[src/design/mst_ram.sv]
// ----------------------------------------------------------------------------
// mst_ram - generic single port ram
// one read or write per cycle, registered read data
// ----------------------------------------------------------------------------
module mst_ram #(
  parameter int WIDTH = 8,
  parameter int DEPTH = 16
) (
  input  logic                     clk,
  input  logic                     we,
  input  logic [$clog2(DEPTH)-1:0] addr,
  input  logic [WIDTH-1:0]         wdata,
  output logic [WIDTH-1:0]         rdata
);

  logic [WIDTH-1:0] mem [DEPTH];

  always_ff @(posedge clk) begin
    if (we) begin
      mem[addr] <= wdata;
    end
    rdata <= mem[addr];
  end

endmodule

[config.mk]
export PLATFORM = sky130hd
export DESIGN_NAME = mst_ram
export DESIGN_NICKNAME = d
export VERILOG_FILES = /design/src/design/mst_ram.sv
export SDC_FILE = /design/constraint.sdc
export NUM_CORES = 1
export LEC_CHECK = 0
export BUFFER_PORTS_ARGS = -buffer_cell sky130_fd_sc_hd__buf_2
export CORE_MARGIN = 2
export CORE_UTILIZATION = 59
export DETAILED_ROUTE_END_ITERATION = 10
export PLACE_DENSITY = 0.83
export SYNTH_ARGS = -nofsm -noshare
export SYNTH_HDL_FRONTEND = slang
export SYNTH_SLANG_ARGS = --single-unit
export TNS_END_PERCENT = 20
[constraint.sdc]
create_clock -name clk -period 2.9 [get_ports clk]
set_clock_uncertainty 0.2 [all_clocks]
set_input_delay 0.145 -clock clk [delete_from_list [all_inputs] [get_ports clk]]
set_output_delay 0.145 -clock clk [all_outputs]
set_load 0.01 [all_outputs]
# After elaboration in Yosys (flattened, before gate mapping)
# Memories as Yosys holds them, arrays and structs flattened. A register that Yosys moved wholly into a read port is not among the register bits.
# Cells that the tools add are included.
[classes]
mux = 2
[op_table]
columns = ["operator", "count"]
rows = [
  ["$mux W1", 2],
]
[totals]
inputBits = 14
n_memories = 1
elab_cells = 3
register_bits = 0
out_inout_bits = 8
ram_bits = 128
[mem_list]
columns = ["name", "words", "width", "read_ports", "rd_ports_with_merged_regs", "wr", "line_no", "rtl"]
rows = [
  ["mem", 16, 8, 1, 1, 1, "16", "logic [WIDTH-1:0] mem [DEPTH];"],
]

# Logic depth before layout (Yosys ltp)
# Gate-level depths: netlist (run 1).
[logic_depth]
depth_word = 2
ltp_mapped = 5
mapped_depth_nobuf = 3

# Least setup slack after synthesis (run 1)
# Ideal clock, no wire load.
[synth_path]
path_type = "input to register"
start = "in addr[2]"
end = "mem mem[0][0], enable pin"
slack_ps = 1062
setup_ps = 383
required_ps = 2317
path_buffers = 0
path_stages = 2
t_arrival_ps = 1255
cell_sequence = "or3b_2 > nor3_1"
[synth_lines]
columns = ["element", "line_no", "rtl"]
rows = [
  ["start, declared", "11", "input logic [$clog2(DEPTH)-1:0] addr,"],
  ["end, declared", "16", ""],
]
# Straight into the memory's write port.

# Worst setup path in the final report (run 1)
[layout_path]
start = "in addr[2]"
end = "mem mem[0][4], enable pin"
# Straight into the memory's write port.

==> results.sh, run 1 <==
export IMPL_status="finished clean"
export IMPL_worstSetupPathType="input port to flop"
export IMPL_cpMaxStageDelayCell="nor3_1"
export IMPL_synth_yosys_warnings=0
export IMPL_dp_hpwl_um=6180
export IMPL_die_area_um2=9350
export IMPL_dr_total_vias=2441
export IMPL_pwr_density_cell_nw_per_um2=729
export IMPL_clk_path_buf_depth=2
export IMPL_place_gp_congestion=0.824
export IMPL_num_nets_final=298
export IMPL_cts_clk_slew_worst_paths_ns=0.06
export IMPL_max_stage_delay_ns=0.81
export IMPL_cts_max_level=4
export IMPL_relSlewSlack=0.307
export IMPL_multiInputGateArea_um2=1000
export IMPL_drv_slew=0
export IMPL_numPortBuffers=21
export IMPL_wl_per_cell_um=24.3
export IMPL_design_area_um2=6010
export IMPL_diodes=0
export IMPL_clkLatencyLatePin_ns=0.52
export IMPL_cp_cell_sequence="buf_2, or3b_2, nor3_1"
export IMPL_ctsResizeCount=0
export IMPL_max_freq_ghz=0.597
export IMPL_io_pins=22
export IMPL_syn2layout_area_growth_pct=18.6
export IMPL_yosys_register_bits=136
export IMPL_grt_overflow=0
export IMPL_finalCoreUtilization=0.728
export IMPL_drive_gt1_frac=0.330
export IMPL_setup_tns_ns=0
export IMPL_via_per_inst=6.07
export IMPL_syn_nets=244
export IMPL_cts_tree="built"
export IMPL_vdd_drop_max_mv=0.549
export IMPL_grtUsageTotal=0.226
export IMPL_hold_slack_ns=0.0880
export IMPL_crit_path_start_kind="input port"
export IMPL_worstPathArrival_ns=1.61
export IMPL_first_pass_iters=5
export IMPL_die_w_um=96.7
export IMPL_yosysSeqAreaShare=0.790
export IMPL_min_path_type="input port to flop"
export IMPL_drc=0
export IMPL_die_y_um=96.7
export IMPL_synth_area_per_cell_um2=22.0
export IMPL_syn_inst=230
export IMPL_power_mw=4.38
export IMPL_drtIter0Drc=342
export IMPL_maxCapViolations=0
export IMPL_grt_first_pass_wirelength_um=15000
export IMPL_clock_sinks=136
export IMPL_seq_area_um2=4000
export IMPL_fillers=478
export IMPL_finalCriticalPeriod_ns=1.67
export IMPL_core_um2=8260
export IMPL_critical_path_required_ns=2.83
export IMPL_leakagePower_nw=2.02
export IMPL_synth_area_um2=5070
export IMPL_placed_cell_area_um2=5380
export IMPL_root_buffer="clkbuf_8"
export IMPL_start_util=0.614
export IMPL_finalHoldViolCount=0
export IMPL_worst_pin_slew_ns=1.03
export IMPL_grt_pass1_vias=2600
export IMPL_fp_row_count=33
export IMPL_drtAntennaViolNets=0
export IMPL_finalCritPeriodShare=0.577
export IMPL_cp_max_fo=8
export IMPL_post_synth_num_cell_types=18
export IMPL_setup_viol=0
export IMPL_drt_wl_total_um=9760
export IMPL_grt_max_degree=25
export IMPL_cp_end_kind="flop"
export IMPL_rsz0062_at_grt="false"
export IMPL_numCtsBuffers=17
export IMPL_antenna_found_initial=0
[logic make-up (layout without fill, tap and decap cells)]
| group | after synthesis | after routing | synth area share |
|---|---|---|---|
| DFF | 136 | 136 | 0.790 |
| AOI/OAI and AO/OA | 16 | 16 | 0.0237 |
| buffers and inverters | 11 | 78 | 0.0119 |
| muxes | 32 | 32 | 0.142 |
| and+or+nand+nor | 35 | 35 | 0.0321 |
[worst max-delay path, delay by kind of cell]
kind | cells | cell delay [ns]
buf+inv | 1 | 0.13
simple gates | 2 | 1.33
[worst paths after layout]
path | start | to | slack [ns] | depth (start not counted)
setup / recovery | addr[2] | mem[0][4] | 1.23 | 3
hold / removal | addr[3] | rdata[2] | 0.09 | 4
setup reg to reg | mem[0][3] | rdata[3] | 1.30 | 3
hold reg to reg | mem[12][1] | rdata[1] | 0.46 | 3
[metrics by stage]
stage	cells	setup WS, ns
finish	402	1.23
global route	402	1.08
CTS	402	1.19
detailed placement	362	0.686
global placement	362	0.733
floorplan	230	1.06
[cell usage after synthesis (all sizes together)]
cell type    n  area (um^2)
nand2b       2         12.5
and2         1         6.26
or3b         1         8.76
nand2        9         33.8
mux4        32          721
nor2b        2         12.5
buf          8         47.5
nand3b       2         15.0
edfxtp     128         3840
nor2        13         48.8
clkbuf       3         12.5
nor3         4         20.0
nand3        1         5.00
a22oi       16          120
dfxtp        8          160
[report_power, final]
part,switching [mW],internal (mW)
Sequential,0.0134,2.20
Clock,0.722,1.23
Combinational,0.124,0.0931
Total,0.859,3.52
[per-layer routing]
layer,vias up,part of all wire,global-route usage
met5,-,0,0
met4,0,0.018,0.0834
met3,18,0.078,0.0686
met2,127,0.53,0.371
met1,1226,0.37,0.289
li1,1070,-,-
[state kept, by name (all words and copies together), names as in the netlist]
register / flops
rdata: 8
mem: 128
[area by class of cell]
type                       instances  area share
sequential                       136       0.666
multi-input combinational         83       0.167
clock buffer                      22      0.0737
timing repair buffer              46      0.0541
tap                              105      0.0219
clock inverter                    10      0.0171
[what timing repair did]
action                    4_1_cts  5_1_grt
buffers inserted                0        0
hold endpoints to repair      128        0
hold buffers                    8        0
[layout by cell type (no fill, tap or decap), drive strengths merged]
master,instances
buf,38
nand2,9
nor3,4
dfxtp,8
edfxtp,128
nor2,13
nor2b,2
mux4,32
or3b,1
nand3b,2
nand3,1
clkbuf,22
a22oi,16
and2,1
nand2b,2
clkinv,8
dlygate4sd3,8
bufinv,2
Power figures use the tool's default switching activity.
==> run 2: changes to the inputs <==
- ABC_AREA: not set -> 1
- CORE_UTILIZATION: 59 -> 55
- PLACE_DENSITY: 0.83 -> 0.81
- clock period: 2.9 -> 1.5 ns (I/O delays scaled with it)
==> run 2 against run 1 <==
  * First-iteration DRC count down 9.9%
  * Via count rose by 55%
  * Register-to-register slack worse by 1.0 ns
  * Power rose by 92%
  * Combinational power grew to 2.6 times the previous value
  * Critical endpoint is now mem[1][4]
  * Largest cell class unchanged
==> results.sh, run 2 <==
export IMPL_synth_area_um2=5590
export IMPL_numPortBuffers=21
export IMPL_min_path_type="input port to flop"
export IMPL_grt_max_degree=33
export IMPL_vdd_drop_max_mv=0.810
export IMPL_io_pins=22
export IMPL_drv_slew=0
export IMPL_hold_slack_ns=0.0187
export IMPL_drt_wl_total_um=11900
export IMPL_final_common_cell="nand2_1"
export IMPL_root_buffer="clkbuf_8"
export IMPL_numCtsBuffers=17
export IMPL_rr_worst_depth=8
export IMPL_largest_register_ffs=128
export IMPL_min_from="addr[0]"
export IMPL_final_cell_mix="346 x nand2_1, 128 x edfxtp_1, 26 x buf_4"
export IMPL_p_seq_frac=0.507
export IMPL_combPwrFrac=0.066
export IMPL_first_pass_iters=5
export IMPL_drtAntennaViolNets=0
export IMPL_cp_cell_sequence="dlygate4sd3_1, buf_2, inv_2, nand3_1, nor2_1, buf_4"
export IMPL_post_synth_num_cell_types=11
export IMPL_antenna_found_initial=0
export IMPL_r2r_setup_slack_ns=0.26
export IMPL_crit_path_start_kind="input port"
export IMPL_max_freq_ghz=0.687
export IMPL_rr_endpoint="rdata[2]"
export IMPL_diodes=0
export IMPL_synth_edff_count=128
export IMPL_dp_slack_ns=0.0283
export IMPL_finalCriticalPeriod_ns=1.46
export IMPL_switching_power_mw=1.85
export IMPL_fillers=719
export IMPL_maxCapViolations=0
export IMPL_start_util=0.570
export IMPL_clk_path_buf_depth=2
export IMPL_yosys_area_top_type_share=0.687
export IMPL_yosys_register_bits=136
export IMPL_grt_overflow=0
export IMPL_yosysSeqAreaShare=0.716
export IMPL_max_stage_delay_ns=0.56
export IMPL_worst_pin_slew_ns=0.396
export IMPL_rsz0062_at_grt="false"
export IMPL_use_met2=0.381
export IMPL_die_w_um=105
export IMPL_clkLatencyLatePin_ns=0.53
export IMPL_cp_max_fo=8
export IMPL_cts_tree="built"
export IMPL_dp_hpwl_um=7410
export IMPL_hold_depth=9
export IMPL_finalCritPeriodShare=0.970
export IMPL_synth_yosys_warnings=0
export IMPL_grt_most_used_layer="met2"
export IMPL_pwr_density_cell_nw_per_um2=1270
export IMPL_top_register="mem"
export IMPL_setup_ws_ns=0.0443
export IMPL_reg_top3="mem x128, rdata x8"
export IMPL_power_mw=8.42
export IMPL_drive_gt1_frac=0.142
export IMPL_num_nets_final=621
export IMPL_ys_flop_type="edfxtp_1"
export IMPL_synth_area_leader_cell="edfxtp_1"
export IMPL_cp_end_kind="flop"
export IMPL_p_int_mw=6.57
export IMPL_drtIter0Drc=308
export IMPL_met3_usage=0.0593
export IMPL_syn2layout_area_growth_pct=18.9
export IMPL_dr_total_vias=3774
export IMPL_cp_top_family="buffers and inverters"
export IMPL_cts_max_level=4
export IMPL_status="finished clean"
export IMPL_via_per_inst=5.01
export IMPL_setup_tns_ns=0
export IMPL_die_y_um=105
export IMPL_cts_clk_slew_worst_paths_ns=0.06
export IMPL_synth_area_per_cell_um2=10.2
export IMPL_worstSetupPathType="input port to flop"
export IMPL_leakagePower_nw=2.88
export IMPL_use_met1=0.303
export IMPL_swShare=0.219
export IMPL_synthArstFlopShare=0
export IMPL_worstPathArrival_ns=1.49
export IMPL_synth_area_top_cells="edfxtp_1 69%, nand2_1 23%, dfxtp_1 2.9%, inv_1 1.4%, nor2_1 1.2%"
export IMPL_syn_nets=562
export IMPL_clock_sinks=136
export IMPL_grtUsageTotal=0.235
export IMPL_fp_row_count=36
export IMPL_wl_per_cell_um=15.8
export IMPL_setup_viol=0
export IMPL_drc=0
export IMPL_critical_path_required_ns=1.53
export IMPL_netlist_top_cells_count="346 x nand2_1, 128 x edfxtp_1, 21 x inv_1"
export IMPL_grt_pass1_vias=3714
export IMPL_timing_rr_start="mem[0][2]"
export IMPL_die_area_um2=11000
export IMPL_synth_most_common_cell="nand2_1"
export IMPL_core_um2=9820
export IMPL_min_to="rdata[6]"
export IMPL_cpMaxStageDelayCell="dlygate4sd3_1"
export IMPL_finalHoldViolCount=0
export IMPL_relSlewSlack=0.736
export IMPL_place_gp_congestion=0.840
export IMPL_clock_power_share=0.426
export IMPL_syn_inst=548
export IMPL_cp_num_buf_inv=4
export IMPL_grt_first_pass_wirelength_um=19100
run 2: worst reg2reg max path, delay by kind of cell, from the launching register on:
kind	cells	cell delay, ns
AND/OR/NAND/NOR	7	0.46
flip-flops	1	0.37
buffers and inverters	1	0.10
run 2: what timing repair did:
action,CTS,global route
hold buffers,11,0
endpoints found under the hold margin,136,0
setup endpoints to repair,0,7
buffers inserted,0,0
gates resized for setup,0,3
run 2: power by group through the flow:
| stage | combinational, mW | sequential, mW | clock [mW] |
|---|---|---|---|
| floorplan | 0.297 | 4.36 | 0 |
| global placement | 0.511 | 4.35 | 0 |
| detailed placement | 0.526 | 4.35 | 0 |
| CTS | 0.556 | 4.27 | 3.63 |
| global route | 0.626 | 4.28 | 3.78 |
| finish | 0.560 | 4.27 | 3.59 |
run 2: worst max-delay path by stage:
stage | start | endpoint | slack [ns] | cells after the start
3_3_place_gp | addr[0] | mem[14][2] | 0.07 | 5
4_1_cts | addr[1] | rdata[2] | 0.1 | 10
6_report | addr[1] | mem[1][4] | 0.04 | 6
2_1_floorplan | addr[1] | mem[5][0] | -0.1 | 5
3_5_place_dp | addr[0] | mem[14][7] | 0.03 | 5
5_1_grt | addr[1] | mem[1][4] | 0.001 | 6
run 2: final cells by class:
class,count,area (um^2),area share
Multi-Input combinational cell,368,1410,0.212
Inverter,23,86.3,0.0130
Clock buffer,24,470,0.0708
Timing Repair Buffer,61,465,0.0700
Tap cell,133,166,0.0250
Clock inverter,8,50.0,0.00753
Sequential cell,136,4000,0.602
run 2: per-stage QoR:
| stage | cells | util | instance area [um^2] |
|---|---|---|---|
| 3_5_place_dp | 710 | 0.612 | 6010 |
| 4_1_cts | 753 | 0.676 | 6640 |
| 5_1_grt | 753 | 0.677 | 6650 |
| 2_1_floorplan | 548 | - | 5610 |
| 3_3_place_gp | 710 | 0.612 | 6010 |
| 6_report | 753 | 0.677 | 6650 |
run 2: cells by family (layout without fill, tap and decap cells):
group                  after synthesis  count (layout)  share of synthesized area
AND/OR/NAND/NOR                    368             368                      0.248
buffers and inverters               44             116                     0.0362
flip-flops                         136             136                      0.716
run 2: metal layers:
layer,share of wire,vias to the layer above
li1,-,1867
met1,0.43,1765
met2,0.50,123
met3,0.057,19
met4,0.020,0
met5,0,-
==> run 3: changes to the inputs <==
- PLACE_DENSITY: 0.81 -> 0.75
- SETUP_SLACK_MARGIN: not set -> 0.4
==> run 3 against run 2 <==
  * Flip-flop and latch count stayed put
  * Worst setup slack better by 0.23 ns
  * Sequential share of layout area is 1.2 points lower
  * Non-clock buffer count is 15 lower
  * Combinational power is 11% higher
  * Core utilization is 1.4 points higher
  * Global-route usage is 0.27 points lower
  * Cell area is 2.0% higher
  * Critical path depth is 5 lower
  * Die area stayed put
  * Clock power is 1% higher
  * The run now ends with hold timing left
  * Worst hold slack worse by 0.066 ns
==> results.sh, run 3 (synthesized netlist as in run 2, its figures left out) <==
export IMPL_status="complete, but fails checks"
export IMPL_violations="hold timing"
export IMPL_leakagePower_nw=2.84
export IMPL_io_pins=22
export IMPL_numPortBuffers=21
export IMPL_cp_end_kind="primary output"
export IMPL_grt_max_degree=26
export IMPL_root_buffer="clkbuf_8"
export IMPL_fp_row_count=36
export IMPL_cts_max_level=4
export IMPL_min_from="we"
export IMPL_numCtsBuffers=17
export IMPL_grtUsageTotal=0.232
export IMPL_core_um2=9820
export IMPL_vdd_drop_max_mv=0.799
export IMPL_clk_path_buf_depth=2
export IMPL_hold_depth=3
export IMPL_min_to="mem[6][3]"
export IMPL_finalCoreUtilization=0.691
export IMPL_cpMaxStageDelayCell="dfxtp_1"
export IMPL_rr_endpoint="rdata[3]"
export IMPL_rr_worst_depth=8
export IMPL_grt_overflow=0
export IMPL_grt_first_pass_wirelength_um=18900
export IMPL_reg_top3="mem x128, rdata x8"
export IMPL_fillers=728
export IMPL_dp_hpwl_um=7340
export IMPL_first_pass_iters=5
export IMPL_max_freq_ghz=0.815
export IMPL_worst_pin_slew_ns=0.393
export IMPL_syn2layout_area_growth_pct=21.3
export IMPL_drive_gt1_frac=0.175
export IMPL_setup_tns_ns=0
export IMPL_cts_clk_slew_worst_paths_ns=0.06
export IMPL_final_cell_mix="338 x nand2_1, 128 x edfxtp_1, 20 x buf_2"
export IMPL_antenna_found_initial=0
export IMPL_cp_max_fo=1
export IMPL_place_gp_congestion=0.905
export IMPL_drtAntennaViolNets=0
export IMPL_die_y_um=105
export IMPL_setup_viol=0
export IMPL_diodes=0
export IMPL_drt_wl_total_um=11900
export IMPL_crit_path_start_kind="flop"
export IMPL_clkLatencyLatePin_ns=0.52
export IMPL_cts_tree="built"
export IMPL_r2r_setup_slack_ns=0.30
export IMPL_pwr_density_cell_nw_per_um2=1260
export IMPL_drc=0
export IMPL_die_w_um=105
export IMPL_dp_cells=695
export IMPL_final_cells=738
export IMPL_start_util=0.570
export IMPL_finalCriticalPeriod_ns=1.23
export IMPL_rsz0062_at_grt="true"
export IMPL_cp_num_buf_inv=1
export IMPL_finalCritPeriodShare=0.818
export IMPL_timing_rr_start="mem[5][3]"
export IMPL_top_register="mem"
export IMPL_grt_pass1_vias=3776
export IMPL_die_area_um2=11000
export IMPL_max_stage_delay_ns=0.31
export IMPL_largest_register_ffs=128
export IMPL_finalHoldViolCount=131
export IMPL_cp_cell_sequence="buf_2"
export IMPL_wl_per_cell_um=16.1
export IMPL_worstSetupPathType="flop to primary output"
export IMPL_dr_total_vias=3813
export IMPL_maxCapViolations=0
export IMPL_hold_slack_ns=-0.0471
export IMPL_relSlewSlack=0.738
export IMPL_cp_top_family="flip-flops"
export IMPL_num_nets_final=606
export IMPL_drtIter0Drc=327
export IMPL_via_per_inst=5.17
export IMPL_clock_sinks=136
export IMPL_min_path_type="input port to flop"
export IMPL_critical_path_required_ns=1.22
export IMPL_final_common_cell="nand2_1"
export IMPL_cts_setup_buffers=0
export IMPL_worstPathArrival_ns=0.95
export IMPL_drv_slew=0
==> run 3: per-stage QoR <==
step | cell area (um^2) | hold WS, ns | power, mW | setup WS [ns]
3_3_place_gp | 6110 | 0.268 | 4.92 | -0.00397
6_report | 6780 | -0.0471 | 8.53 | 0.273
2_1_floorplan | 5860 | -0.0261 | 4.71 | 0.274
3_5_place_dp | 6110 | 0.270 | 4.93 | -0.0234
5_1_grt | 6780 | -0.0488 | 8.83 | 0.226
4_1_cts | 6740 | -0.0602 | 8.55 | 0.257
==> run 3: area by class of cell <==
class                      count  area [um^2]  area share
clock buffer                  20          455      0.0671
clock inverter                12         76.3      0.0113
inverter                      23          111      0.0164
multi-input combinational    368         1590       0.235
sequential                   136         4010       0.590
tap                          133          166      0.0245
timing repair buffer          46          377      0.0555
==> run 3: where the power goes <==
group | switching [mW] | internal, mW
registers | 0.0230 | 4.25
clock network | 1.49 | 2.14
logic | 0.423 | 0.199
==> run 3: metal layers <==
metal	routed length, um	up-vias	track usage
li1	-	1845	-
met1	4640	1802	0.295
met2	6070	133	0.380
met3	800	33	0.0524
met4	354	0	0.108
met5	0	-	0
==> run 3: repair_timing <==
item                       4_1_cts  5_1_grt
pin swaps                        0        9
cloned                           0        0
gates resized for setup          2       13
setup endpoints to repair       16       16
hold buffers                     9        3
hold endpoints to repair       264      127
==> run 3: worst max-delay path by stage <==
stage          cells after the start         end      start  slack, ns
6_report                           1    rdata[2]   rdata[2]       0.27
3_5_place_dp                       9    rdata[1]    addr[1]      -0.02
3_3_place_gp                       9    rdata[1]    addr[1]     -0.004
2_1_floorplan                      5  mem[13][0]    addr[1]       0.27
5_1_grt                            8    rdata[3]  mem[5][3]       0.23
4_1_cts                            1    rdata[2]   rdata[2]       0.26
